--- config.mk ---
export PLATFORM = sky130hd
export DESIGN_NAME = timer_table_expiry_scan
export DESIGN_NICKNAME = d
export VERILOG_FILES = /design/src/rtl/core/tte_pkg.sv /design/src/rtl/core/timer_table_expiry_scan.sv /design/src/rtl/core/tte_expiry_mem.sv
export SDC_FILE = /design/constraint.sdc
export NUM_CORES = 1
export LEC_CHECK = 0
export BUFFER_PORTS_ARGS = -buffer_cell sky130_fd_sc_hd__buf_2
export CORE_MARGIN = 8
export CORE_UTILIZATION = 45
export CTS_CLUSTER_DIAMETER = 150
export DETAILED_ROUTE_END_ITERATION = 8
export GPL_TIMING_DRIVEN = 0
export SETUP_SLACK_MARGIN = 0.3
export SYNTH_ARGS = -nofsm -noshare
export SYNTH_HDL_FRONTEND = slang
export SYNTH_HIERARCHICAL = 1
export SYNTH_SLANG_ARGS = --single-unit
--- constraint.sdc ---
create_clock -name i_clk -period 6.4 [get_ports i_clk]
set_input_delay 0.64 -clock i_clk [delete_from_list [all_inputs] [get_ports i_clk]]
set_output_delay 0.64 -clock i_clk [all_outputs]
set_load 0.01 [all_outputs]
--- src/rtl/core/tte_pkg.sv ---
package tte_pkg;

    localparam int TIME_W      = 64;
    localparam int ID_W        = 4;
    localparam int REQ_W       = 2;

    // Slave tdata: req_type, timer_id, expiry_time, now_time, padded to bytes
    localparam int IN_FIELDS_W = REQ_W + ID_W + TIME_W + TIME_W;
    localparam int IN_TDATA_W  = ((IN_FIELDS_W + 7) / 8) * 8;
    // Master tdata: fired_id, padded to a byte
    localparam int OUT_TDATA_W = ((ID_W + 7) / 8) * 8;

    localparam int REQ_LSB     = 0;
    localparam int ID_LSB      = REQ_LSB + REQ_W;
    localparam int EXP_LSB     = ID_LSB + ID_W;
    localparam int NOW_LSB     = EXP_LSB + TIME_W;

    typedef logic [TIME_W-1:0] t_time;
    typedef logic [ID_W-1:0]   t_id;
    typedef logic [REQ_W-1:0]  t_req;

    localparam t_req REQ_ADD    = 2'd0;
    localparam t_req REQ_DELETE = 2'd1;
    localparam t_req REQ_TICK   = 2'd2;

endpackage

--- src/rtl/core/timer_table_expiry_scan.sv ---
// Timer table with expiry scan.
// Slave stream (i_s_*) carries requests: add stores an expiry time for an
// entry and marks it live, delete drops the entry, tick carries the current
// time and removes every live entry whose expiry lies strictly below it.
// Master stream (o_m_*) carries one transfer per expired entry in ascending
// entry order; tlast marks the final one of a tick. A tick with nothing
// expired sends nothing.
// Add, delete and unused codes complete without leaving the idle state. A
// tick reads every expiry time out of the store (one read per cycle,
// registered read data), then walks the hit mask one entry per cycle,
// pausing while a hit waits on a master stall, until the last hit is sent.
// The single read port of the expiry store sets the scan length.
// Reset clears all live bits and the control state; the expiry store is
// not cleared, since an entry is only compared while live.
// A stalled master holds the output register and pauses the walk; the
// scan itself runs to completion. A finished result may wait in the
// output register while the next request is taken.
module timer_table_expiry_scan #(
    parameter int TABLE_DEPTH = 16
) (
    input  logic                            i_clk,
    input  logic                            i_rst_n,
    // tdata: req_type[1:0], timer_id[5:2], expiry_time[69:6],
    //        now_time[133:70], zero pad[135:134]
    input  logic [tte_pkg::IN_TDATA_W-1:0]  i_s_tdata,
    input  logic                            i_s_tvalid,
    output logic                            o_s_tready,
    // tdata: fired_id[3:0], zero pad[7:4]; tlast: last_fired
    output logic [tte_pkg::OUT_TDATA_W-1:0] o_m_tdata,
    output logic                            o_m_tlast,
    output logic                            o_m_tvalid,
    input  logic                            i_m_tready
);
    import tte_pkg::*;

    localparam int IW = $clog2(TABLE_DEPTH);
    localparam int CW = $clog2(TABLE_DEPTH + 1);

    typedef enum logic [1:0] {
        ST_IDLE,
        ST_SCAN,
        ST_EMIT
    } t_state;

    t_state                 r_state;
    logic [TABLE_DEPTH-1:0] r_live;
    t_time                  r_now;
    logic [CW-1:0]          r_scan_cnt;
    logic                   r_cmp_vld;
    logic [IW-1:0]          r_cmp_idx;
    logic                   r_cmp_last;
    logic [TABLE_DEPTH-1:0] r_mask;
    logic [CW-1:0]          r_hits;
    logic [IW-1:0]          r_walk;
    logic                   r_out_valid;
    t_id                    r_out_id;
    logic                   r_out_last;

    t_req                   in_req;
    t_id                    in_id;
    t_time                  in_expiry;
    t_time                  in_now;
    logic [IW+ID_W-1:0]     id_ext;
    logic [IW-1:0]          id_addr;
    logic                   id_ok;
    logic                   s_xfer;
    logic                   wr_en;
    logic [IW-1:0]          rd_addr;
    t_time                  rd_data;
    logic                   hit;
    logic [CW-1:0]          n_hits;
    logic                   out_free;
    logic [IW+ID_W-1:0]     walk_ext;

    // Unpack the request
    assign in_req    = i_s_tdata[REQ_LSB +: REQ_W];
    assign in_id     = i_s_tdata[ID_LSB +: ID_W];
    assign in_expiry = i_s_tdata[EXP_LSB +: TIME_W];
    assign in_now    = i_s_tdata[NOW_LSB +: TIME_W];

    assign id_ext  = {{IW{1'b0}}, in_id};
    assign id_addr = id_ext[IW-1:0];
    assign id_ok   = (32'(in_id) < TABLE_DEPTH);

    assign o_s_tready = (r_state == ST_IDLE);
    assign s_xfer     = i_s_tvalid && o_s_tready;
    assign wr_en      = s_xfer && (in_req == REQ_ADD) && id_ok;

    // Scan issues one read per cycle; the compare stage sees the data next cycle
    assign rd_addr = r_scan_cnt[IW-1:0];

    tte_expiry_mem #(
        .TABLE_DEPTH (TABLE_DEPTH)
    ) u_mem (
        .i_clk     (i_clk),
        .i_wr_en   (wr_en),
        .i_wr_addr (id_addr),
        .i_wr_data (in_expiry),
        .i_rd_addr (rd_addr),
        .o_rd_data (rd_data)
    );

    // Strictly below the tick time expires; equal does not
    assign hit    = r_cmp_vld && r_live[r_cmp_idx] && (rd_data < r_now);
    assign n_hits = r_hits + CW'(hit);

    assign out_free = !r_out_valid || i_m_tready;
    assign walk_ext = {{ID_W{1'b0}}, r_walk};

    always_ff @(posedge i_clk) begin
        if (!i_rst_n) begin
            r_state     <= ST_IDLE;
            r_live      <= '0;
            r_cmp_vld   <= 1'b0;
            r_out_valid <= 1'b0;
        end else begin
            // Drop the output once the master takes it; a new load below wins
            if (r_out_valid && i_m_tready) begin
                r_out_valid <= 1'b0;
            end

            unique case (r_state)
                ST_IDLE: begin
                    r_cmp_vld <= 1'b0;
                    if (s_xfer) begin
                        priority if (in_req == REQ_ADD) begin
                            if (id_ok) begin
                                r_live[id_addr] <= 1'b1;
                            end
                        end else if (in_req == REQ_DELETE) begin
                            if (id_ok) begin
                                r_live[id_addr] <= 1'b0;
                            end
                        end else if (in_req == REQ_TICK) begin
                            r_now      <= in_now;
                            r_scan_cnt <= '0;
                            r_hits     <= '0;
                            r_state    <= ST_SCAN;
                        end else begin
                            // unused request code: no effect
                        end
                    end
                end

                ST_SCAN: begin
                    // Advance the read address until every entry is issued
                    if (32'(r_scan_cnt) < TABLE_DEPTH) begin
                        r_cmp_vld  <= 1'b1;
                        r_cmp_idx  <= rd_addr;
                        r_cmp_last <= (32'(r_scan_cnt) == TABLE_DEPTH - 1);
                        r_scan_cnt <= r_scan_cnt + CW'(1);
                    end else begin
                        r_cmp_vld <= 1'b0;
                    end

                    // Compare stage: remove expired entries, shift the hit in
                    if (r_cmp_vld) begin
                        r_mask <= {hit, r_mask[TABLE_DEPTH-1:1]};
                        r_hits <= n_hits;
                        if (hit) begin
                            r_live[r_cmp_idx] <= 1'b0;
                        end
                        if (r_cmp_last) begin
                            r_walk  <= '0;
                            r_state <= (n_hits == '0) ? ST_IDLE : ST_EMIT;
                        end
                    end
                end

                ST_EMIT: begin
                    // Hold the walk while a hit waits for a free output register
                    if (!r_mask[0] || out_free) begin
                        r_mask <= r_mask >> 1;
                        r_walk <= r_walk + IW'(1);
                        if (r_mask[0]) begin
                            r_out_valid <= 1'b1;
                            r_out_id    <= walk_ext[ID_W-1:0];
                            r_out_last  <= (r_hits == CW'(1));
                            r_hits      <= r_hits - CW'(1);
                            if (r_hits == CW'(1)) begin
                                r_state <= ST_IDLE;
                            end
                        end
                    end
                end

                default: begin
                    r_state <= ST_IDLE;
                end
            endcase
        end
    end

    assign o_m_tvalid = r_out_valid;
    assign o_m_tdata  = {{(OUT_TDATA_W - ID_W){1'b0}}, r_out_id};
    assign o_m_tlast  = r_out_last;

endmodule

--- src/rtl/core/tte_expiry_mem.sv ---
module tte_expiry_mem #(
    parameter int TABLE_DEPTH = 16
) (
    input  logic                           i_clk,
    input  logic                           i_wr_en,
    input  logic [$clog2(TABLE_DEPTH)-1:0] i_wr_addr,
    input  tte_pkg::t_time                 i_wr_data,
    input  logic [$clog2(TABLE_DEPTH)-1:0] i_rd_addr,
    output tte_pkg::t_time                 o_rd_data
);
    import tte_pkg::*;

    t_time r_mem [TABLE_DEPTH];
    t_time r_rd_data;

    // One write port, one registered read port
    always_ff @(posedge i_clk) begin
        if (i_wr_en) begin
            r_mem[i_wr_addr] <= i_wr_data;
        end
        r_rd_data <= r_mem[i_rd_addr];
    end

    assign o_rd_data = r_rd_data;

endmodule

==> impl_metrics.json <==
{
  "viasPerCell": 5.72,
  "total_power_mw": 18.3,
  "grt_antenna_before_repair": 17,
  "cpMostUsedCell": "ha_1",
  "grt_pass1_wl_microns": 162000,
  "dieArea_sq_um": 114000,
  "routed_wl_microns": 110000,
  "wl_per_cell_microns": 27.1,
  "holdCritPathClass": "input pin to flip-flop",
  "grt-ovfl-total": 0,
  "grt_pass1_vias": 24181,
  "intPower_mw": 14.0,
  "post-synth-top-count-cell": "edfxtp_1",
  "drt_pass1_iterations": 7,
  "critical_path_class": "flip-flop to flip-flop",
  "grt_max_degree": 23,
  "cts_buffers": 118,
  "cp-start-kind": "flip-flop",
  "ir_worst_vdd_v": 0.000263,
  "leakagePower_nw": 18.0,
  "cts_tree": "built",
  "final-setup-viol-count": 0,
  "place_inst": 3839,
  "setup.worst_path.end_class": "flip-flop",
  "clk_pin_slew_worst_paths_ns": 0.06,
  "rows": 117,
  "fin_crit_sh_pct": 79.9,
  "ant_nets": 0,
  "cp_top_family": "compound AO/OA/AOI/OAI gates",
  "nNetsFinal": 2805,
  "start_util_pct": 45.5,
  "postSynth.asyncResetShare_pct": 0,
  "globalplace.congestion": 0.796,
  "yosysTopAreaCellShare_pct": 73.0,
  "seqPwrFrac_pct": 49.8,
  "numPortBuffers": 144,
  "maxSlewViolCount": 0,
  "ys_top_cells_by_count": "1128 x edfxtp_1, 260 x mux4_2, 134 x a22oi_1",
  "arrival_ns": 5.66,
  "fp.dieH_microns": 337,
  "route.detailed.drc": 0,
  "dp_hpwl_microns": 71500,
  "pwr-share-clk_pct": 38.3,
  "crit_chain": "inv_1, ha_1, nand4_1, nor4_1, nand4_1, a31oi_1, o21a_2, nor2_1, ha_1, ha_1, o41ai_1, a31oi_1",
  "drive_above_1_share_pct": 26.5,
  "clock_skew_ns": 0.0493,
  "stdcell_count": 4069,
  "synth.area.top_cells": "edfxtp_1 73%, mux4_2 13%, dfxtp_1 3.6%",
  "ctsHoldBuffers": 0,
  "syn2layout_area_growth_pct": 17.5,
  "required_ns": 6.95,
  "cp_num_buf_inv": 1,
  "post-route-min-period_ns": 5.11,
  "drtIter0Drc": 2315,
  "pwr-share-comb_pct": 11.9,
  "switching_share_pct": 23.7,
  "hold_viol_final": 0,
  "post-route-util_pct": 53.4,
  "synthCells": 2255,
  "synth_area_leader_cell": "edfxtp_1",
  "r2r_setup_slack_ns": 1.29,
  "io_pins": 151,
  "cp_slowest_cell": "a31oi_1",
  "synth_seq_area_share_pct": 76.6,
  "core_sq_um": 102000,
  "synth_edf_count": 1128,
  "die_w_microns": 337,
  "status": "completed",
  "worstPathMaxFanout": 4,
  "fmax_mhz": 196,
  "syn_avg_cell_area_sq_um": 20.6,
  "ys_ff_latch": 1212,
  "clkLatencyLatePin_ns": 0.72,
  "syn_area_sq_um": 46400,
  "postCtsSetupRepairBufs": 0,
  "grt_usage_pct": 19.4,
  "ys_warn_count": 6,
  "ctsHtreeMaxLevel": 3,
  "synthFlopType": "edfxtp_1",
  "yosysUniqueCellTypes": 58,
  "cts_resized": 0,
  "cpPeakStageDelay_ns": 1.05,
  "cts.path.max_buffers": 3,
  "cts_sinks": 1212,
  "p_per_area_nw_per_um2": 337,
  "max_slew_margin_pct": 17.9,
  "vias": 23293,
  "worstMarginPinSlew_ns": 1.23,
  "rsz0062_at_grt": "no",
  "clockRootBuffer": "clkbuf_16",
  "hold_ws_ns": 0.0956,
  "p_sw_mw": 4.35,
  "maxCapViolations": 0
}
-- cell type report --
cell class	instances	area, sq um
antenna	8	20.0
buffer	104	557
clock buffer	161	3290
clock inverter	61	702
fill	7853	47500
inverter	73	274
multi-input combinational	869	10200
sequential	1212	35600
tap	1368	1710
timing repair buffer	213	2250
-- layer usage --
| metal | track usage (%) | vias up | part of all wire (%) |
|---|---|---|---|
| met5 | 0 | - | 0.045 |
| met4 | 4.72 | 8 | 2.1 |
| met3 | 3.39 | 181 | 6.9 |
| met2 | 32.0 | 836 | 49 |
| met1 | 27.0 | 12266 | 42 |
| li1 | - | 10002 | - |
-- cells by family (layout without fill, tap and decap cells) --
kind of cell    after synthesis  count (layout)  share of synthesized area, %
mux                         261             261                          12.6
buf+inv                     177             612                          1.79
flops                      1212            1212                          76.6
xor+xnor                     10              10                         0.189
other cells                   1              12                       0.00808
compound gates              269             269                          4.16
simple gates                251             251                          2.57
fa+ha+maj                    74              74                          2.00
-- per-stage QoR --
step / setup WS [ns] / TNS [ns] / cell area (sq um)
floorplan: 0.670 / 0 / 46400
global placement: -3.76 / -2283.44 / 48900
detailed placement: 1.04 / 0 / 50500
CTS: 0.997 / 0 / 54500
global route: 1.10 / 0 / 54500
finish: 1.29 / 0 / 54500
-- power by group through the flow --
stage,Combinational (mW),Sequential [mW],Clock [mW]
floorplan,1.43,9.24,0
global placement,2.11,9.31,0
detailed placement,2.19,9.30,0
CTS,2.21,9.14,7.19
global route,2.39,9.16,7.46
finish,2.18,9.13,7.04
-- sequential cells by signal, summed over array words and instances, names as in the netlist, 4 cells and up, named ones only --
| name | count |
|---|---|
| r_walk | 4 |
| r_now | 64 |
| r_mask | 16 |
| r_hits | 5 |
| r_cmp_idx | 4 |
| u_mem/r_mem | 1024 |
| r_scan_cnt | 5 |
| u_mem/o_rd_data | 64 |
| r_out_id | 4 |
-- worst paths after layout --
| kind | startpoint | end | cells after the start |
|---|---|---|---|
| worst max-delay path | r_now[39] | r_state[1] | 12 |
| worst min-delay path | i_s_tdata[72] | r_now[2] | 1 |
| worst max register to register | r_now[39] | r_state[1] | 12 |
| worst min register to register | r_mask[5] | r_mask[4] | 0 |
-- layout by cell type, fill, tap and decap left out, drive strengths merged, types with 5 or more instances in the layout --
| master | synthesis | final |
|---|---|---|
| edfxtp | 1128 | 1128 |
| buf | 56 | 269 |
| mux4 | 260 | 260 |
| clkbuf | 48 | 209 |
| a22oi | 134 | 134 |
| nand2 | 117 | 117 |
| dfxtp | 84 | 84 |
| ha | 74 | 74 |
| inv | 72 | 74 |
| clkinv | 1 | 39 |
| o21ai | 36 | 36 |
| nor2 | 33 | 33 |
| a21oi | 29 | 29 |
| nand3 | 23 | 23 |
| a221o | 16 | 16 |
| nor3 | 15 | 15 |
| a21boi | 14 | 14 |
| nor2b | 13 | 13 |
| bufinv | 0 | 13 |
| nand2b | 12 | 12 |
| nand4 | 11 | 11 |
| diode | 0 | 8 |
| clkinvlp | 0 | 8 |
| o21a | 8 | 8 |
| o211ai | 7 | 7 |
| and2 | 7 | 7 |
| xnor2 | 5 | 5 |
| xor2 | 5 | 5 |
| o311ai | 5 | 5 |
No activity file was read; power rests on OpenSTA's default activity.
